$ cat config.mk
export PLATFORM = sky130hd
export DESIGN_NAME = psg_register_command_front
export DESIGN_NICKNAME = d
export VERILOG_FILES = /design/src/rtl/core/psgrf_pkg.sv /design/src/rtl/core/psg_register_command_front.sv /design/src/rtl/core/psgrf_queue.sv /design/src/rtl/core/psgrf_front.sv /design/src/rtl/core/psgrf_back.sv
export SDC_FILE = /design/constraint.sdc
export NUM_CORES = 1
export LEC_CHECK = 0
export ABC_AREA = 1
export ABC_CLOCK_PERIOD_IN_PS = 10320
export BUFFER_PORTS_ARGS = -buffer_cell sky130_fd_sc_hd__buf_2
export CELL_PAD_IN_SITES_DETAIL_PLACEMENT = 0
export CELL_PAD_IN_SITES_GLOBAL_PLACEMENT = 2
export CORE_MARGIN = 10
export CORE_UTILIZATION = 46
export CTS_CLUSTER_DIAMETER = 50
export CTS_CLUSTER_SIZE = 40
export DETAILED_ROUTE_END_ITERATION = 8
export PLACE_DENSITY = 0.83
export SETUP_SLACK_MARGIN = 0.2
export SLEW_MARGIN = 20
export SYNTH_ARGS = -nofsm -noshare
export SYNTH_HDL_FRONTEND = slang
export SYNTH_SLANG_ARGS = --single-unit
export TNS_END_PERCENT = 50
$ cat constraint.sdc
create_clock -name clk -period 10.32 [get_ports clk]
set_clock_uncertainty 0.1 [all_clocks]
set_input_delay 2.064 -clock clk [delete_from_list [all_inputs] [get_ports clk]]
set_output_delay 2.064 -clock clk [all_outputs]
set_load 0.01 [all_outputs]
$ cat src/rtl/core/psgrf_pkg.sv
`default_nettype none

package psgrf_pkg;

  // dividend range reaches 24 bits
  localparam int DIV_W = 24;
  localparam int PITCH_W = 17;
  localparam logic [DIV_W-1:0] FREQ_DIVIDEND_DEF = 24'd111861;

  localparam int QDEPTH = 4;

  // bus ports
  localparam logic [7:0] PORT_SEL = 8'ha0;
  localparam logic [7:0] PORT_WR = 8'ha1;
  localparam logic [7:0] PORT_RD = 8'ha2;

  localparam logic [7:0] GPIO_IN_BYTE = 8'h3f;

  // register map
  localparam logic [7:0] REG_TONE_A_FINE = 8'd0;
  localparam logic [7:0] REG_TONE_A_COARSE = 8'd1;
  localparam logic [7:0] REG_TONE_B_FINE = 8'd2;
  localparam logic [7:0] REG_TONE_B_COARSE = 8'd3;
  localparam logic [7:0] REG_TONE_C_FINE = 8'd4;
  localparam logic [7:0] REG_TONE_C_COARSE = 8'd5;
  localparam logic [7:0] REG_NOISE = 8'd6;
  localparam logic [7:0] REG_MIXER = 8'd7;
  localparam logic [7:0] REG_AMP_A = 8'd8;
  localparam logic [7:0] REG_AMP_B = 8'd9;
  localparam logic [7:0] REG_AMP_C = 8'd10;
  localparam logic [7:0] REG_ENV_FINE = 8'd11;
  localparam logic [7:0] REG_ENV_COARSE = 8'd12;
  localparam logic [7:0] REG_ENV_SHAPE = 8'd13;
  localparam logic [7:0] REG_GPIO_DATA = 8'd14;
  localparam logic [7:0] REG_GPIO_DIR = 8'd15;

  // mixer bits belonging to each voice (tone and noise disable)
  localparam logic [7:0] MIX_VOICE_A = 8'b0000_1001;
  localparam logic [7:0] MIX_VOICE_B = 8'b0001_0010;
  localparam logic [7:0] MIX_VOICE_C = 8'b0010_0100;

  localparam logic [2:0] NOISE_CHAN_BASE = 3'd3;
  localparam logic [3:0] LEVEL_ENV = 4'hf;

  typedef struct packed {
    logic        is_command;
    logic [7:0]  read_data;
    logic [2:0]  chan;
    logic        enabled;
    logic [11:0] period;
    logic [4:0]  amp;
    logic [3:0]  shape;
    logic [15:0] eg_period;
    logic        last;
  } entry_t;

  typedef struct packed {
    logic [7:0]         read_data;
    logic               is_command;
    logic [2:0]         channel_index;
    logic               sound_on;
    logic [PITCH_W-1:0] pitch_frequency;
    logic               volume_valid;
    logic [3:0]         volume_level;
    logic               envelope_enable;
    logic [3:0]         envelope_shape;
    logic [15:0]        envelope_period;
    logic               last;
  } result_t;

endpackage

`default_nettype wire

$ cat src/rtl/core/psg_register_command_front.sv
`default_nettype none

// Register front of a three-voice sound generator. An access (op, port, value) is taken
// when start is high and busy is low. A select write (port a0) or a data write that
// touches no voice finishes at once and busy stays low. A read gives one result; a data
// write that touches voices gives two commands per voice, tone then noise, voices A to
// C, last set on the final one. Each command whose generator is on runs a radix-2
// divider of one quotient bit per cycle; off commands and reads skip the divider. The back
// end takes the next queue entry only when it has finished the previous one.
// The classifier keeps busy high while it fills a four-entry queue to the divider. Each
// result stands on the outputs for one cycle with strobe high; the receiver cannot stall.
module psg_register_command_front #(
  parameter logic [psgrf_pkg::DIV_W-1:0] FREQ_DIVIDEND = psgrf_pkg::FREQ_DIVIDEND_DEF
) (
  input  logic        clk,
  input  logic        rst,
  input  logic        start,
  output logic        busy,
  input  logic        op,
  input  logic [7:0]  port,
  input  logic [7:0]  value,
  output logic        strobe,
  output logic [7:0]  read_data,
  output logic        is_command,
  output logic [2:0]  channel_index,
  output logic        sound_on,
  output logic [16:0] pitch_frequency,
  output logic        volume_valid,
  output logic [3:0]  volume_level,
  output logic        envelope_enable,
  output logic [3:0]  envelope_shape,
  output logic [15:0] envelope_period,
  output logic        last
);

  logic               q_push;
  logic               q_pop;
  logic               q_full;
  logic               q_empty;
  psgrf_pkg::entry_t  q_wdata;
  psgrf_pkg::entry_t  q_rdata;
  psgrf_pkg::result_t res;

  psgrf_front u_front (
    .clk    (clk),
    .rst    (rst),
    .start  (start),
    .op     (op),
    .port   (port),
    .value  (value),
    .busy   (busy),
    .q_full (q_full),
    .q_push (q_push),
    .q_data (q_wdata)
  );

  psgrf_queue u_queue (
    .clk   (clk),
    .rst   (rst),
    .push  (q_push),
    .wdata (q_wdata),
    .pop   (q_pop),
    .rdata (q_rdata),
    .full  (q_full),
    .empty (q_empty)
  );

  psgrf_back #(
    .FREQ_DIVIDEND (FREQ_DIVIDEND)
  ) u_back (
    .clk     (clk),
    .rst     (rst),
    .q_empty (q_empty),
    .q_pop   (q_pop),
    .q_rdata (q_rdata),
    .strobe  (strobe),
    .res     (res)
  );

  assign read_data = res.read_data;
  assign is_command = res.is_command;
  assign channel_index = res.channel_index;
  assign sound_on = res.sound_on;
  assign pitch_frequency = res.pitch_frequency;
  assign volume_valid = res.volume_valid;
  assign volume_level = res.volume_level;
  assign envelope_enable = res.envelope_enable;
  assign envelope_shape = res.envelope_shape;
  assign envelope_period = res.envelope_period;
  assign last = res.last;

endmodule

`default_nettype wire

$ cat src/rtl/core/psgrf_queue.sv
`default_nettype none

module psgrf_queue (
  input  logic                 clk,
  input  logic                 rst,
  input  logic                 push,
  input  psgrf_pkg::entry_t    wdata,
  input  logic                 pop,
  output psgrf_pkg::entry_t    rdata,
  output logic                 full,
  output logic                 empty
);

  localparam int AW = $clog2(psgrf_pkg::QDEPTH);
  localparam int CW = $clog2(psgrf_pkg::QDEPTH + 1);

  psgrf_pkg::entry_t mem [psgrf_pkg::QDEPTH];
  logic [AW-1:0] wr_ptr;
  logic [AW-1:0] rd_ptr;
  logic [CW-1:0] count;
  logic          do_push;
  logic          do_pop;

  assign full = (count == CW'(psgrf_pkg::QDEPTH));
  assign empty = (count == '0);
  assign do_push = push && !full;
  assign do_pop = pop && !empty;

  always_ff @(posedge clk) begin
    if (do_push) begin
      mem[wr_ptr] <= wdata;
    end
    if (do_pop) begin
      rdata <= mem[rd_ptr];
    end
  end

  always_ff @(posedge clk) begin
    if (rst) begin
      wr_ptr <= '0;
      rd_ptr <= '0;
      count <= '0;
    end else begin
      if (do_push) begin
        wr_ptr <= AW'(wr_ptr + 1'b1);
      end
      if (do_pop) begin
        rd_ptr <= AW'(rd_ptr + 1'b1);
      end
      if (do_push && !do_pop) begin
        count <= CW'(count + 1'b1);
      end else if (do_pop && !do_push) begin
        count <= CW'(count - 1'b1);
      end
    end
  end

endmodule

`default_nettype wire

$ cat src/rtl/core/psgrf_front.sv
`default_nettype none

module psgrf_front (
  input  logic              clk,
  input  logic              rst,
  input  logic              start,
  input  logic              op,
  input  logic [7:0]        port,
  input  logic [7:0]        value,
  output logic              busy,
  input  logic              q_full,
  output logic              q_push,
  output psgrf_pkg::entry_t q_data
);

  typedef enum logic [2:0] {
    F_IDLE = 3'b001,
    F_READ = 3'b010,
    F_SEQ  = 3'b100
  } fstate_t;

  fstate_t     state;
  logic [7:0]  sel;
  logic [11:0] tone_period [3];
  logic [4:0]  noise_period;
  logic [7:0]  mixer_bits;
  logic [4:0]  amplitude [3];
  logic [15:0] eg_period_reg;
  logic [3:0]  eg_shape_reg;
  logic [7:0]  gpio_direction;

  logic [7:0]  rd_byte;
  logic [7:0]  rd_byte_next;
  logic [2:0]  mask;
  logic [2:0]  mask_rest;
  logic [2:0]  upd;
  logic [7:0]  diff;
  logic        sub;
  logic [1:0]  v_cur;
  logic        accept;

  assign busy = (state != F_IDLE);
  assign accept = start && !busy;

  always_comb begin
    if (mask[0]) begin
      v_cur = 2'd0;
    end else if (mask[1]) begin
      v_cur = 2'd1;
    end else begin
      v_cur = 2'd2;
    end
  end

  assign mask_rest = mask & ~(3'b001 << v_cur);

  always_comb begin
    rd_byte_next = 8'h00;
    if (port == psgrf_pkg::PORT_RD) begin
      if (sel == psgrf_pkg::REG_GPIO_DATA) begin
        rd_byte_next = psgrf_pkg::GPIO_IN_BYTE;
      end else if (sel == psgrf_pkg::REG_GPIO_DIR) begin
        rd_byte_next = gpio_direction;
      end
    end
  end

  // voices touched by a data write to the selected register
  always_comb begin
    diff = mixer_bits ^ value;
    case (sel)
      psgrf_pkg::REG_TONE_A_FINE, psgrf_pkg::REG_TONE_A_COARSE,
      psgrf_pkg::REG_TONE_B_FINE, psgrf_pkg::REG_TONE_B_COARSE,
      psgrf_pkg::REG_TONE_C_FINE, psgrf_pkg::REG_TONE_C_COARSE: begin
        upd = 3'b001 << sel[2:1];
      end
      psgrf_pkg::REG_NOISE: begin
        upd = 3'b111;
      end
      psgrf_pkg::REG_MIXER: begin
        upd = {|(diff & psgrf_pkg::MIX_VOICE_C), |(diff & psgrf_pkg::MIX_VOICE_B),
               |(diff & psgrf_pkg::MIX_VOICE_A)};
      end
      psgrf_pkg::REG_AMP_A, psgrf_pkg::REG_AMP_B, psgrf_pkg::REG_AMP_C: begin
        upd = 3'b001 << sel[1:0];
      end
      psgrf_pkg::REG_ENV_SHAPE: begin
        upd = {amplitude[2][4], amplitude[1][4], amplitude[0][4]};
      end
      default: begin
        upd = 3'b000;
      end
    endcase
  end

  always_ff @(posedge clk) begin
    if (rst) begin
      state <= F_IDLE;
      sel <= '0;
      tone_period[0] <= '0;
      tone_period[1] <= '0;
      tone_period[2] <= '0;
      noise_period <= '0;
      mixer_bits <= '0;
      amplitude[0] <= '0;
      amplitude[1] <= '0;
      amplitude[2] <= '0;
      eg_period_reg <= '0;
      eg_shape_reg <= '0;
      gpio_direction <= '0;
      mask <= '0;
      sub <= 1'b0;
      rd_byte <= '0;
    end else begin
      case (state)
        F_IDLE: begin
          if (accept) begin
            if (!op) begin
              rd_byte <= rd_byte_next;
              state <= F_READ;
            end else if (port == psgrf_pkg::PORT_SEL) begin
              sel <= value;
            end else if (port == psgrf_pkg::PORT_WR) begin
              case (sel)
                psgrf_pkg::REG_TONE_A_FINE, psgrf_pkg::REG_TONE_B_FINE,
                psgrf_pkg::REG_TONE_C_FINE: begin
                  tone_period[sel[2:1]][7:0] <= value;
                end
                psgrf_pkg::REG_TONE_A_COARSE, psgrf_pkg::REG_TONE_B_COARSE,
                psgrf_pkg::REG_TONE_C_COARSE: begin
                  tone_period[sel[2:1]][11:8] <= value[3:0];
                end
                psgrf_pkg::REG_NOISE: begin
                  noise_period <= value[4:0];
                end
                psgrf_pkg::REG_MIXER: begin
                  mixer_bits <= value;
                end
                psgrf_pkg::REG_AMP_A, psgrf_pkg::REG_AMP_B, psgrf_pkg::REG_AMP_C: begin
                  amplitude[sel[1:0]] <= value[4:0];
                end
                psgrf_pkg::REG_ENV_FINE: begin
                  eg_period_reg[7:0] <= value;
                end
                psgrf_pkg::REG_ENV_COARSE: begin
                  eg_period_reg[15:8] <= value;
                end
                psgrf_pkg::REG_ENV_SHAPE: begin
                  eg_shape_reg <= value[3:0];
                end
                psgrf_pkg::REG_GPIO_DIR: begin
                  gpio_direction <= value;
                end
                default: begin
                end
              endcase
              if (upd != 3'b000) begin
                mask <= upd;
                sub <= 1'b0;
                state <= F_SEQ;
              end
            end
          end
        end
        F_READ: begin
          if (!q_full) begin
            state <= F_IDLE;
          end
        end
        F_SEQ: begin
          // tone command first, then noise command of the same voice
          if (!q_full) begin
            if (!sub) begin
              sub <= 1'b1;
            end else begin
              sub <= 1'b0;
              mask <= mask_rest;
              if (mask_rest == 3'b000) begin
                state <= F_IDLE;
              end
            end
          end
        end
        default: begin
          state <= F_IDLE;
        end
      endcase
    end
  end

  always_comb begin
    q_data = '0;
    q_push = 1'b0;
    case (state)
      F_READ: begin
        q_push = !q_full;
        q_data.read_data = rd_byte;
        q_data.last = 1'b1;
      end
      F_SEQ: begin
        q_push = !q_full;
        q_data.is_command = 1'b1;
        q_data.amp = amplitude[v_cur];
        q_data.shape = eg_shape_reg;
        q_data.eg_period = eg_period_reg;
        if (sub) begin
          q_data.chan = {1'b0, v_cur} + psgrf_pkg::NOISE_CHAN_BASE;
          q_data.enabled = !mixer_bits[{1'b0, v_cur} + psgrf_pkg::NOISE_CHAN_BASE];
          q_data.period = {7'b0, noise_period};
          q_data.last = (mask_rest == 3'b000);
        end else begin
          q_data.chan = {1'b0, v_cur};
          q_data.enabled = !mixer_bits[{1'b0, v_cur}];
          q_data.period = tone_period[v_cur];
        end
      end
      default: begin
      end
    endcase
  end

endmodule

`default_nettype wire

$ cat src/rtl/core/psgrf_back.sv
`default_nettype none

module psgrf_back #(
  parameter logic [psgrf_pkg::DIV_W-1:0] FREQ_DIVIDEND = psgrf_pkg::FREQ_DIVIDEND_DEF
) (
  input  logic               clk,
  input  logic               rst,
  input  logic               q_empty,
  output logic               q_pop,
  input  psgrf_pkg::entry_t  q_rdata,
  output logic               strobe,
  output psgrf_pkg::result_t res
);

  localparam int DW = psgrf_pkg::DIV_W;
  localparam int PW = psgrf_pkg::PITCH_W;
  localparam int CW = $clog2(DW);

  typedef enum logic [2:0] {
    B_IDLE = 3'b001,
    B_LOAD = 3'b010,
    B_DIV  = 3'b100
  } bstate_t;

  bstate_t           state;
  psgrf_pkg::entry_t ent;
  logic [11:0]       rem;
  logic [12:0]       rem_shift;
  logic              q_bit;
  logic [DW-1:0]     dvd;
  logic [DW-1:0]     quo;
  logic [DW-1:0]     quo_next;
  logic [PW-1:0]     pitch_sat;
  logic [CW-1:0]     cnt;
  logic              load_on;

  function automatic psgrf_pkg::result_t make_result(psgrf_pkg::entry_t e, logic on,
                                                     logic [PW-1:0] pitch);
    psgrf_pkg::result_t r;
    r = '0;
    r.read_data = e.read_data;
    r.last = e.last;
    if (e.is_command) begin
      r.read_data = '0;
      r.is_command = 1'b1;
      r.channel_index = e.chan;
      r.sound_on = on;
      r.envelope_shape = e.shape;
      r.envelope_period = e.eg_period;
      if (on) begin
        r.pitch_frequency = pitch;
        r.volume_valid = 1'b1;
        r.volume_level = e.amp[4] ? psgrf_pkg::LEVEL_ENV : e.amp[3:0];
        r.envelope_enable = e.amp[4];
      end else begin
        // in envelope mode an idle generator keeps its previous volume
        r.volume_valid = !e.amp[4];
      end
    end
    return r;
  endfunction

  assign q_pop = (state == B_IDLE) && !q_empty;
  assign load_on = q_rdata.is_command && q_rdata.enabled && (q_rdata.period != '0);

  // restoring divider, one quotient bit a cycle
  assign rem_shift = {rem, dvd[DW-1]};
  assign q_bit = (rem_shift >= {1'b0, ent.period});
  assign quo_next = {quo[DW-2:0], q_bit};
  assign pitch_sat = (|quo_next[DW-1:PW]) ? '1 : quo_next[PW-1:0];

  always_ff @(posedge clk) begin
    if (rst) begin
      state <= B_IDLE;
      strobe <= 1'b0;
    end else begin
      strobe <= 1'b0;
      case (state)
        B_IDLE: begin
          if (!q_empty) begin
            state <= B_LOAD;
          end
        end
        B_LOAD: begin
          if (load_on) begin
            state <= B_DIV;
          end else begin
            strobe <= 1'b1;
            state <= B_IDLE;
          end
        end
        B_DIV: begin
          if (cnt == '0) begin
            strobe <= 1'b1;
            state <= B_IDLE;
          end
        end
        default: begin
          state <= B_IDLE;
        end
      endcase
    end
  end

  always_ff @(posedge clk) begin
    case (state)
      B_LOAD: begin
        ent <= q_rdata;
        rem <= '0;
        dvd <= FREQ_DIVIDEND;
        quo <= '0;
        cnt <= CW'(DW - 1);
        if (!load_on) begin
          res <= make_result(q_rdata, 1'b0, '0);
        end
      end
      B_DIV: begin
        rem <= q_bit ? 12'(rem_shift - {1'b0, ent.period}) : rem_shift[11:0];
        dvd <= {dvd[DW-2:0], 1'b0};
        quo <= quo_next;
        cnt <= CW'(cnt - 1'b1);
        if (cnt == '0) begin
          res <= make_result(ent, 1'b1, pitch_sat);
        end
      end
      default: begin
      end
    endcase
  end

endmodule

`default_nettype wire

**Word level (Yosys, flattened, before mapping)**

Memories as Yosys holds them, arrays and structs flattened. A register that Yosys moved wholly into a read port is not among the register bits.
Index checks and enable logic that the tools add are counted.

- Memories kept: 3
- Logic and storage cells: 250
- Input port bits: 20
- Output and inout bits: 59
- Memory bits (writable): 255
- Flip-flop bits (word level): 246

Memories:

| name | words | bits a word | rd ports | clocked after memory_dff | wr ports | RTL line | source |
|---|---|---|---|---|---|---|---|
| u_queue.mem | 4 | 51 | 1 | 1 | 1 | psgrf_queue.sv:17 | `psgrf_pkg::entry_t mem [psgrf_pkg::QDEPTH];` |
| u_front.tone_period | 3 | 12 | 1 | 0 | 3 | psgrf_front.sv:24 | `logic [11:0] tone_period [3];` |
| u_front.amplitude | 3 | 5 | 4 | 0 | 3 | psgrf_front.sv:27 | `logic [4:0] amplitude [3];` |

- Add/subtract/negate cells: 7
- Muxes and demuxes: 100
- Bitwise gates (word level): 5
- Eq/ne operators: 41
- Reduce and logical (&&, ||, !) cells: 49
- Shift-type cells: 3
- Order comparisons: 3

Operators with widths:

| operator | number |
|---|---|
| $mux W57 | 2 |
| $pmux W57 S2 | 1 |
| $eq A8 B4 Y1 const B | 8 |
| $mux W3 | 21 |
| $mux W56 | 1 |
| $pmux W24 S2 | 1 |
| $pmux W23 S2 | 1 |
| $mux W1 | 44 |
| $mux W41 | 1 |
| $reduce_and A6 Y1 | 6 |
| $eq A8 B3 Y1 const B | 4 |
| $mux W8 | 4 |
| $eq A8 B8 Y1 const B | 3 |
| $mux W12 | 2 |
| $pmux W12 S2 | 1 |
| $mux W20 | 1 |
| $pmux W3 S3 | 2 |
| $mux W17 | 1 |
| $eq A8 B2 Y1 const B | 2 |
| $mux W16 | 1 |
| $reduce_and A8 Y1 | 2 |
| $pmux W3 S5 | 1 |
| $ge A13 B12 Y1 | 1 |
| $mux W13 | 1 |
| other kinds (48) | 96 |

**Depth between registers and ports, before layout**

Gate-level depths: netlist of run 1.

- Word-level depth: 12
- Mapped depth: 14
- Mapped depth without buffers: 13

**Cells and area by module**

From an unflattened synthesis of run 1, not the netlist that was laid out.

- Cell total of the unflattened synthesis: 1923
- Area, all modules: 22947.0 um^2

Modules (own cells, without submodules):

| module | times used | area an instance (um^2) | cells an instance | sequential area each (um^2) |
|---|---|---|---|---|
| psgrf_queue | 1 | 9969.6 | 612 | 7797.5 |
| psgrf_back | 1 | 7403.4 | 616 | 5215.0 |
| psgrf_front | 1 | 5574.1 | 695 | 2812.7 |

**Least setup slack after synthesis of run 1**

Ideal clock, no wire load.

- Path kind: reg2reg
- From: register u_back.state[0]
- To: register u_back.res[0] (netlist name)
- Required time: 9809 ps
- Stages on the path, launching flop included: 7
- Arrival time: 3665 ps
- Library setup time: 411 ps
- Buffers on the path: 1
- Clock period less this slack: 4176 ps
- Slack: 6144 ps
- Cell sequence: dfxtp_1 > nor3_4 > inv_1 > clkbuf_1 > nand2_1 > nand2_1 > inv_1

- Word-level cells in the longest chain between the ends: 3
- Elaborated cells between the ends (all ways): 6
- Classes of those cells: 4 x eq/ne; 2 x reduce/logical

RTL lines:

| item | RTL line | source |
|---|---|---|
| start, declared | psgrf_back.sv:25 | `bstate_t state;` |
| start signal, assigned | psgrf_back.sv:74 | `state <= B_IDLE;` |
| start signal, assigned | psgrf_back.sv:81 | `state <= B_LOAD;` |
| start signal, assigned | psgrf_back.sv:86 | `state <= B_DIV;` |
| $eq A3 B3 Y1 or $eq A3 B2 Y1 (tied branches) | psgrf_back.sv:106 | `case (state)` |
| $ne A2 B1 Y1 (no line), or another cell as far along | n/a |  |
| $reduce_and A3 Y1 (no line) (*) | n/a |  |

Every way passes the cells marked *; elsewhere a longest branch is shown, timed or not.
A chain may end at the register's enable or synchronous reset.

**Final worst setup path of run 1**

- From: input port value[1]
- To: register u_front.state[2]

- Word-level cells in the longest chain between the ends: 6

RTL lines:

| item | RTL line | source |
|---|---|---|
| start, declared | psg_register_command_front.sv:21 | `input logic [7:0] value,` |
| $xor A6 B6 Y6 | psgrf_front.sv:70 | `diff = mixer_bits ^ value;` |
| $reduce_or A2 Y1 | psgrf_front.sv:81 | `upd = {\|(diff & psgrf_pkg::MIX_VOICE_C), \|(diff & psgrf_pkg::MIX_VOICE_B),` |
| $pmux W3 S5 | psgrf_front.sv:71 | `case (sel)` |
| $reduce_bool A3 Y1 | psgrf_front.sv:157 | `if (upd != 3'b000) begin` |
| $ne A3 B2 Y1 (no line) | n/a |  |
| $reduce_and A8 Y1 (no line) | n/a |  |
| end signal, assigned | psgrf_front.sv:160 | `state <= F_SEQ;` |
| end signal, assigned | psgrf_front.sv:167 | `state <= F_IDLE;` |
| end signal, assigned | psgrf_front.sv:179 | `state <= F_IDLE;` |
| end, declared | psgrf_front.sv:22 | `fstate_t state;` |

Every way passes these cells.

==> results of run 1 <==
cells by family (layout without fill, tap and decap cells):
group           count (synthesis)  count (layout)  share of synthesized area, %
compound gates                360             360                          9.70
xor+xnor                       14              14                         0.556
fa+ha+maj                      21              21                          1.26
buf+inv                       262             362                          4.62
flops                         552             552                          71.8
simple gates                  623             623                          12.1
power by group through the flow:
| stage | Sequential, uW | Combinational [uW] | Clock, uW |
|---|---|---|---|
| 2_1_floorplan | 2900 | 600 | 0 |
| 4_1_cts | 2880 | 880 | 1950 |
| 3_3_place_gp | 2920 | 867 | 0 |
| 6_report | 2880 | 866 | 1900 |
| 5_1_grt | 2900 | 981 | 2030 |
| 3_5_place_dp | 2930 | 878 | 0 |
through the flow:
step | util [%] | hold slack [ps] | setup slack (ps)
after CTS | 52.0 | 318 | 6690
after global routing | 52.0 | 332 | 6350
after detailed placement | 48.5 | 310 | 6060
after global placement | 48.5 | 306 | 6130
after floorplan | - | 300 | 6140
final | 52.0 | 320 | 6690
worst min-delay path by stage:
stage / start / endpoint / slack, ps / depth (start not counted)
CTS: u_queue.rdata[22] / u_back.ent[22] / 320 / 0
global placement: u_queue.rdata[23] / u_back.ent[23] / 310 / 0
global route: u_queue.rdata[22] / u_back.ent[22] / 330 / 0
floorplan: u_queue.rdata[21] / u_back.ent[21] / 300 / 0
detailed placement: u_queue.rdata[24] / u_back.ent[24] / 310 / 0
finish: u_queue.rdata[22] / u_back.ent[22] / 320 / 0
layout make-up:
cell class / instances / area share [%]
Clock buffer: 50 / 4.89
Clock inverter: 38 / 1.97
Inverter: 177 / 2.69
Multi-Input combinational cell: 1018 / 21.2
Sequential cell: 552 / 64.0
Tap cell: 615 / 3.11
Timing Repair Buffer: 97 / 2.15
Yosys cell counts (4+ instances only):
master and n:
xor2_1 7, clkbuf_1 68, buf_2 7, nor4_1 4
nand4_1 10, nand2_1 176, nand2_2 4, inv_1 162
buf_1 4, a21oi_1 66, or2_2 12, nor2_1 338
inv_2 8, nor3_1 5, nor2_2 6, a211oi_1 23
o22ai_1 57, xnor2_1 7, a31oi_1 8, o31ai_1 12
edfxtp_1 477, buf_4 5, clkinv_1 6, dfxtp_1 75
ha_1 19, nand3_1 48, a32o_1 23, o21ai_0 154
per-layer routing:
metal  wire length (um)  up-vias
li1                   -     6594
met1              22600     6464
met2              21100      310
met3               2490       68
met4               1090        0
met5                  0        -
==> run summary, run 1 <==
CP Depth - 11
Number of flip-flops in the largest register - 204
Gpl congestion - 0.927
Sw Pwr - 1650 uW
Top_reg_cell synth - edfxtp_1
Num CTS Buffers - 47
Biggest register - u_queue.mem
Via count - 13,436
Ratio of cells with drive above 1 in the final layout - 12.7%
Status - completed
Root buf cell - clkbuf_16
Initial Util - 46.4%
Chip height - 239 um
Logic gate share of total power - 15.3%
Core Rows - 80
Setup-failing EPs final - 0
Leading cell type in the layout, fill and taps excluded - edfxtp_1
Power per cell area - 228 mW/mm^2
Final Power - 5640 uW
Mapped Area - 0.0221 mm^2
Synth area leaders - edfxtp_1 65%, dfxtp_1 6.8%, nor2_1 5.8%, o21ai_0 3.5%, nand2_1 3.0%
Pins Over Slew Limit - 0
# resized after CTS - 0
Fin nets - 1,934
FF-to-FF Start - u_front.mask[0]
Arr. time, crit path - 4030 ps
DIE AREA - 0.0571 mm^2
Critical Path Source - value[1]
Crit-path max FO - 18
Register area share after synthesis - 71.8%
I/O pin total - 79
DP Area - 0.0230 mm^2
Aggregate routed wire length - 47,300 um
Worst path bufs/invs - 2
CP endpoint - u_front.state[2]
Hold_buf cts - 0
Net Sw Frac - 29.3%
Mapped Nets - 1,873
P_int - 3990 uW
Slowest cell on crit path - clkinv_1
Met2 GRT Util - 24.9%
Lkg Pwr - 0.00898 uW
Met1 Use GR - 23.7%
Hold crit path type - flip-flop to flip-flop
Share of the synthesized area in the top cell type - 64.9%
Register area - 0.0158 mm^2
Final clock period utilization by the worst path - 35.2%
Setup TNS - 0 ps
Busiest grt layer - met2
Worst Reg-to-Reg Cells - 10
Avg Vias per Cell - 5.28
Width of the die - 239 um
Multi-input gate area - 0.00525 mm^2
Least-Margin Pin Slew - 1010 ps
Initial antenna violation count - 0
Synth Register Bits - 552
YS warnings - 0
Period minus WS final - 3630 ps
Setup Crit Path Kind - primary input to flip-flop
P&R area growth vs syn - 12.2%
VDD IR max - 0.127 mV
Dpl hpwl - 29,400 um
RSZ-0062 raised after global routing - false
Worst slew margin - 32.5%
Worst path required time - 10,720 ps
Post-CTS Setup Bufs - 0
Final routed DRC violation total - 0
Cell family with most CP delay - compound AO/OA/AOI/OAI gates
Clk slew on worst S/H paths - 80 ps
Vias in the first global route - 12,842
Placed Cells - 2,459
Core area - 0.0475 mm^2
Reg2reg end - u_queue.mem[2][38]
Clock Latency Late Sink - 620 ps
Final count of hold timing violations - 0
Post-DR wirelength/cell - 18.6 um
First-pass detailed-route iteration total - 5
Ant. Diodes - 0
Biggest regs - u_queue.mem (204), u_back.res (57), u_queue.rdata (51)
Most frequent cells in the layout - 477 x edfxtp_1, 334 x nor2_1, 175 x nand2_1, 156 x inv_1, 154 x o21ai_0
Fill count - 4,037
Syn Inst Count - 1,832
Post-synth EDFFs - 477
CP dominant cell by count - nand2_1
Gr usage total - 16.5%
Routed Antenna Nets - 0
Max Freq - 276 MHz
H-tree depth - 2
# Max-Cap Violations - 0
Grt total ovfl - 0
Sequential fraction of design power - 51.0%
Clock buffer depth - 3
CP peak stage delay - 550 ps
CP cell instances - buf_2, clkinv_1, a21oi_1, o21ai_0, o21ai_0, nand2_1, nor2_1, nand2_1, o21ai_1, nand2_1, a21oi_1
CTS tree - yes
Fraction of registers with async set/reset - 0%
M3 GR Usage - 3.18%
Reg-to-reg slack, setup - 6800 ps
Distinct cells, synth - 50
Syn_area_per_cell - 12.0 um^2
Post-synth top area cell - edfxtp_1
PortBufs - 78
1st-iter DRT viols - 1,153
Largest net degree at the start of global routing - 79
Final instance area - 0.0247 mm^2
Worst setup SP type - primary input
First-pass GRT wire length - 74,000 um
CP endpoint kind - flip-flop
CTS sink cnt - 552
Finished Layout Cells - 2,547
Clk pwr share - 33.7%
(Power assumes the default switching activity.)
==> run 2: changes to the inputs <==
--- a/config.mk
+++ b/config.mk
@@ -6,16 +6,16 @@
 export NUM_CORES = 1
 export LEC_CHECK = 0
 export ABC_AREA = 1
-export ABC_CLOCK_PERIOD_IN_PS = 10320
+export ABC_CLOCK_PERIOD_IN_PS = 3600
 export BUFFER_PORTS_ARGS = -buffer_cell sky130_fd_sc_hd__buf_2
 export CELL_PAD_IN_SITES_DETAIL_PLACEMENT = 0
 export CELL_PAD_IN_SITES_GLOBAL_PLACEMENT = 2
 export CORE_MARGIN = 10
-export CORE_UTILIZATION = 46
+export CORE_UTILIZATION = 43
 export CTS_CLUSTER_DIAMETER = 50
 export CTS_CLUSTER_SIZE = 40
 export DETAILED_ROUTE_END_ITERATION = 8
-export PLACE_DENSITY = 0.83
+export PLACE_DENSITY = 0.78
 export SETUP_SLACK_MARGIN = 0.2
 export SLEW_MARGIN = 20
 export SYNTH_ARGS = -nofsm -noshare
==> constraint.sdc (replaced) <==
create_clock -name clk -period 3.6 [get_ports clk]
set_clock_uncertainty 0.1 [all_clocks]
set_input_delay 0.72 -clock clk [delete_from_list [all_inputs] [get_ports clk]]
set_output_delay 0.72 -clock clk [all_outputs]
set_load 0.01 [all_outputs]
==> run 2 against run 1 <==
  * Worst hold slack better by 2.2 ps
  * Global-route usage is 0.87 points lower
  * Total power grew to 2.9 times the previous value
  * Core utilization is 2.6 points lower
==> run summary, run 2 (synthesis results as in run 1) <==
Worst path required time - 3770 ps (-6950 ps)
Register area - 0.0158 mm^2 (unchanged)
Initial antenna violation count - 1 (+1)
Gr usage total - 15.6% (-0.87 points)
Ratio of cells with drive above 1 in the final layout - 13.3% (+0.63 points)
P_int - 11,600 uW (+190%)
First-pass GRT wire length - 74,700 um (+0.92%)
Routed Antenna Nets - 0 (unchanged)
Power per cell area - 650 mW/mm^2 (+180%)
Net Sw Frac - 28.5% (-0.85 points)
Post-DR wirelength/cell - 18.1 um (-2.3%)
Status - completed
Biggest regs - u_queue.mem (204), u_back.res (57), u_queue.rdata (51)
Worst setup SP type - flip-flop
Sequential fraction of design power - 51.0% (about the same)
Final clock period utilization by the worst path - 71.8%
Largest net degree at the start of global routing - 73 (-7.6%)
Vias in the first global route - 13,045 (+1.6%)
Ant. Diodes - 0 (unchanged)
Fin nets - 1,953 (+0.98%)
CTS tree - yes
I/O pin total - 79 (unchanged)
Core area - 0.0505 mm^2 (+6.2%)
Least-Margin Pin Slew - 929 ps (-81.6 ps)
Reg2reg end - u_queue.mem[3][3]
Dpl hpwl - 30,500 um (+4.0%)
Chip height - 246 um (+3.1%)
Clock buffer depth - 3 (unchanged)
VDD IR max - 0.359 mV (+180%)
Number of flip-flops in the largest register - 204 (unchanged)
Fill count - 4,504 (+12%)
RSZ-0062 raised after global routing - false
Root buf cell - clkbuf_16
Avg Vias per Cell - 5.14 (-2.6%)
Multi-input gate area - 0.00525 mm^2 (unchanged)
Hold_buf cts - 0 (unchanged)
Crit-path max FO - 34 (+16)
Worst slew margin - 38.0% (+5.5 points)
Hold Path End - u_back.ent[23]
Lkg Pwr - 0.00906 uW (+0.90%)
Final routed DRC violation total - 0 (unchanged)
First-pass detailed-route iteration total - 5 (unchanged)
CTS sink cnt - 552 (unchanged)
Setup Crit Path Kind - flip-flop to flip-flop
Initial Util - 43.7% (-2.7 points)
Biggest register - u_queue.mem
# Max-Cap Violations - 0 (unchanged)
H-tree depth - 2 (unchanged)
1st-iter DRT viols - 1,134 (-1.6%)
Setup TNS - 0 ps (unchanged)
Reg-to-reg slack, setup - 1020 ps (-5780 ps)
Arr. time, crit path - 2750 ps (-1280 ps)
Min-delay src - u_queue.rdata[23]
Clk slew on worst S/H paths - 60 ps (-20 ps)
# resized after CTS - 0 (unchanged)
Pre-CTS setup slack - 709 ps (-5350 ps)
PortBufs - 78 (unchanged)
Via count - 13,486 (+0.37%)
Pins Over Slew Limit - 0 (unchanged)
Post-CTS Setup Bufs - 0 (unchanged)
Grt total ovfl - 0 (unchanged)
Worst Reg-to-Reg Cells - 7 (-3)
Aggregate routed wire length - 47,600 um (+0.73%)
Clock Latency Late Sink - 600 ps (-20 ps)
CP endpoint kind - flip-flop
Logic gate share of total power - 15.9% (+0.6 points)
Most frequent cells in the layout - 477 x edfxtp_1, 334 x nor2_1, 175 x nand2_1, 157 x inv_1, 154 x o21ai_0
Clk pwr share - 33.1% (-0.6 points)
Core Rows - 82 (+2.5%)
Leading cell type in the layout, fill and taps excluded - edfxtp_1
Min-Delay Path Depth - 0 (unchanged)
Final count of hold timing violations - 0 (unchanged)
Hold crit path type - flip-flop to flip-flop
Gpl congestion - 0.878 (-5.3%)
Max Freq - 387 MHz
Num CTS Buffers - 49 (+4.3%)
Width of the die - 246 um (+3.1%)
Setup-failing EPs final - 0 (unchanged)
PnR worst setup slack - 1020 ps (-5680 ps)
Sw Pwr - 4610 uW (+180%)
Period minus WS final - 2580 ps
P&R area growth vs syn - 13.1%
DIE AREA - 0.0607 mm^2 (+6.4%)
FF-to-FF Start - u_front.state[2]
[run 2: critical path: stages, from the launching register on]
cell and delay, ps:
dfxtp_1 350, inv_1 80, nor3_2 160, inv_2 230
a21oi_1 380, inv_1 270, nor2_4 370, buf_12 300
[run 2: layer usage]
| metal | wire [um] | GRT usage (%) | vias up |
|---|---|---|---|
| met5 | 0 | 0 | - |
| met4 | 1150 | 5.14 | 0 |
| met3 | 2610 | 2.74 | 70 |
| met2 | 21200 | 23.8 | 319 |
| met1 | 22700 | 22.2 | 6479 |
| li1 | - | - | 6618 |
[run 2: through the flow]
stage | hold WS [ps] | power [uW] | instances | area, um^2 | utilization [%]
3_5_place_dp | 306 | 11000 | 2533 | 23300 | 46.1
6_report | 322 | 16200 | 2625 | 25000 | 49.4
4_1_cts | 321 | 16400 | 2625 | 25000 | 49.4
2_1_floorplan | 300 | 10000 | 1832 | 22100 | -
3_3_place_gp | 306 | 11000 | 2533 | 23300 | 46.1
5_1_grt | 324 | 17000 | 2625 | 25000 | 49.4
[run 2: layout make-up]
class | count | area share, %
clock buffer | 54 | 4.99
clock inverter | 38 | 1.70
inverter | 177 | 2.68
multi-input combinational | 1018 | 21.0
sequential | 552 | 63.4
tap | 672 | 3.37
timing repair buffer | 114 | 2.80
[run 2: worst max-delay path by stage]
stage | startpoint | endpoint | slack (ps) | depth (start not counted)
2_1_floorplan | u_front.state[2] | u_queue.mem[0][0] | -160 | 6
3_3_place_gp | port[3] | u_front.tone_period[1][0] | 770 | 9
3_5_place_dp | port[3] | u_front.tone_period[1][2] | 710 | 9
4_1_cts | u_front.state[2] | u_queue.mem[0][2] | 920 | 7
5_1_grt | u_front.state[2] | u_queue.mem[2][1] | 720 | 7
6_report | u_front.state[2] | u_queue.mem[3][3] | 1020 | 7
[run 2: power by group through the flow]
stage	combinational [uW]	clock [uW]	sequential, uW
6_report	2580	5360	8270
5_1_grt	2910	5750	8340
4_1_cts	2620	5510	8280
3_5_place_dp	2610	0	8420
3_3_place_gp	2570	0	8390
2_1_floorplan	1720	0	8310
==> run 3: changes to the inputs <==
--- a/config.mk
+++ b/config.mk
@@ -6,7 +6,7 @@
 export NUM_CORES = 1
 export LEC_CHECK = 0
 export ABC_AREA = 1
-export ABC_CLOCK_PERIOD_IN_PS = 3600
+export ABC_CLOCK_PERIOD_IN_PS = 2590
 export BUFFER_PORTS_ARGS = -buffer_cell sky130_fd_sc_hd__buf_2
 export CELL_PAD_IN_SITES_DETAIL_PLACEMENT = 0
 export CELL_PAD_IN_SITES_GLOBAL_PLACEMENT = 2
==> constraint.sdc (replaced) <==
create_clock -name clk -period 2.59 [get_ports clk]
set_clock_uncertainty 0.1 [all_clocks]
set_input_delay 0.518 -clock clk [delete_from_list [all_inputs] [get_ports clk]]
set_output_delay 0.518 -clock clk [all_outputs]
set_load 0.01 [all_outputs]
==> run 3 against run 2 <==
  * Wire length is 0.85% higher
  * Die area stayed put
  * Fmax is 11% higher
  * Combinational power is 48% higher
  * Register-to-register slack worse by 750 ps
  * Setup slack worse by 750 ps
  * Clock power is 55% higher
  * Global-route usage hardly changed
  * Flip-flop and latch count stayed put
  * Critical endpoint is now u_back.rem[9]
  * Largest cell class unchanged
  * Largest power group unchanged
==> run summary, run 3 (synthesis results as in run 1) <==
Final count of hold timing violations - 0 (unchanged)
Gpl congestion - 0.878 (about the same)
CP endpoint kind - flip-flop
Max Freq - 430 MHz (+11%)
Worst setup SP type - flip-flop
Number of flip-flops in the largest register - 204 (unchanged)
Final Util - 51.1% (+1.7 points)
Power per cell area - 914 mW/mm^2 (+41%)
Num CTS Buffers - 53 (+8.2%)
Clock Latency Late Sink - 620 ps (+20 ps)
Fin nets - 1,994 (+2.1%)
Logic gate share of total power - 16.3% (+0.4 points)
Final routed DRC violation total - 0 (unchanged)
Post-DR wirelength/cell - 18.0 um (-0.85%)
Register area - 0.0158 mm^2 (about the same)
Gr usage total - 15.6% (about the same)
Via count - 13,656 (+1.3%)
P_int - 16,600 uW (+43%)
Core area - 0.0505 mm^2 (unchanged)
CTS sink cnt - 552 (unchanged)
Setup-failing EPs final - 0 (unchanged)
# Max-Cap Violations - 0 (unchanged)
Multi-input gate area - 0.00541 mm^2 (+3.2%)
Clk pwr share - 35.2% (+2.1 points)
Most frequent cells in the layout - 477 x edfxtp_1, 333 x nor2_1, 173 x nand2_1, 153 x inv_1, 151 x o21ai_0
Avg Vias per Cell - 5.11 (-0.45%)
Routed Antenna Nets - 0 (unchanged)
Worst path required time - 2840 ps (-930 ps)
Crit-path max FO - 6 (-82%)
Core Rows - 82 (unchanged)
Arr. time, crit path - 2580 ps (-170 ps)
Clock buffer depth - 3 (unchanged)
Ratio of cells with drive above 1 in the final layout - 16.9% (+3.6 points)
Initial Util - 43.7% (unchanged)
Chip height - 246 um (unchanged)
VDD IR max - 0.626 mV (+74%)
Vias in the first global route - 13,241 (+1.5%)
Final Power - 23,600 uW (+45%)
CTS tree - yes
Lkg Pwr - 0.00939 uW (+3.6%)
Clk slew on worst S/H paths - 80 ps (+20 ps)
H-tree depth - 2 (unchanged)
Dpl hpwl - 31,000 um (+1.4%)
Width of the die - 246 um (unchanged)
RSZ-0062 raised after global routing - true
Largest net degree at the start of global routing - 104 (+42%)
Period minus WS final - 2330 ps (-258 ps)
Sw Pwr - 6960 uW (+51%)
Biggest register - u_queue.mem
Setup Crit Path Kind - flip-flop to flip-flop
First-pass GRT wire length - 74,900 um (+0.25%)
1st-iter DRT viols - 941 (-17%)
PortBufs - 78 (unchanged)
Least-Margin Pin Slew - 691 ps (-238 ps)
Grt total ovfl - 0 (unchanged)
Net Sw Frac - 29.5% (+1.1 points)
Status - completed
Aggregate routed wire length - 48,000 um (+0.85%)
Sequential fraction of design power - 48.5% (-2.5 points)
P&R area growth vs syn - 16.9%
Biggest regs - u_queue.mem (204), u_back.res (57), u_queue.rdata (51)
First-pass detailed-route iteration total - 5 (unchanged)
Leading cell type in the layout, fill and taps excluded - edfxtp_1
Root buf cell - clkbuf_16
Initial antenna violation count - 0 (-1)
Fill count - 4,431 (-1.6%)
Worst slew margin - 53.9% (+16 points)
Final clock period utilization by the worst path - 89.8% (+18 points)
I/O pin total - 79 (unchanged)
Hold crit path type - primary input to flip-flop
DIE AREA - 0.0607 mm^2 (unchanged)
Ant. Diodes - 0 (unchanged)
Pins Over Slew Limit - 0 (unchanged)
## run 3: critical path, cell delays in order, from the launching register on
cell and delay, ps:
edfxtp_1 440, ha_4 290, a21oi_1 160, o21ai_1 100
a21o_1 180, nand3_1 70, nand3b_1 300, buf_6 250
o21ai_0 130, nor2_1 50
## run 3: power by group through the flow
stage	logic, uW	clock network [uW]	registers [uW]
after floorplan	2410	0	11500
after global placement	3740	0	11600
after detailed placement	3790	0	11600
after CTS	3800	8510	11400
after global routing	4290	8830	11500
final	3830	8300	11400
## run 3: worst paths after layout
path / startpoint / to / slack (ps) / cells after the start
min reg2reg: u_queue.rdata[23] / u_back.ent[23] / 320 / 0
min: value[5] / u_front.sel[5] / 280 / 4
max: u_back.rem[3] / u_back.rem[9] / 260 / 9
max reg2reg: u_back.rem[3] / u_back.rem[9] / 260 / 9
## run 3: area by class of cell
cell class	instances	area share [%]
Sequential cell	552	61.4
Multi-Input combinational cell	1018	21.0
Clock inverter	44	2.18
Inverter	177	2.61
Timing Repair Buffer	151	4.20
Tap cell	672	3.26
Clock buffer	56	5.39
## run 3: layer usage
layer / routed length [um] / global-route usage, % / up-vias / part of all wire [%]
li1: - / - / 6722 / -
met5: 0 / 0 / - / 0
met2: 21500 / 24.0 / 291 / 45
met4: 1150 / 5.23 / 0 / 2.4
met1: 22900 / 21.9 / 6559 / 48
met3: 2430 / 2.82 / 84 / 5.1
## run 3: timing repair
| action | 4_1_cts | 5_1_grt |
|---|---|---|
| hold endpoints to repair | 0 | 0 |
| setup buffers | 0 | 5 |
| setup endpoints to repair | 1 | 13 |
| pin swaps | 0 | 6 |
| hold buffers | 0 | 0 |
| resized for setup | 1 | 34 |
| cloned | 0 | 2 |
## run 3: through the flow
step	setup TNS [ps]	instances	setup slack [ps]	hold slack (ps)	instance area, um^2
floorplan	-82000	1832	-353	300	22100
global placement	0	2563	176	309	23600
detailed placement	0	2563	117	305	23600
CTS	0	2663	248	246	25600
global route	0	2670	125	295	25800
finish	0	2670	264	283	25800
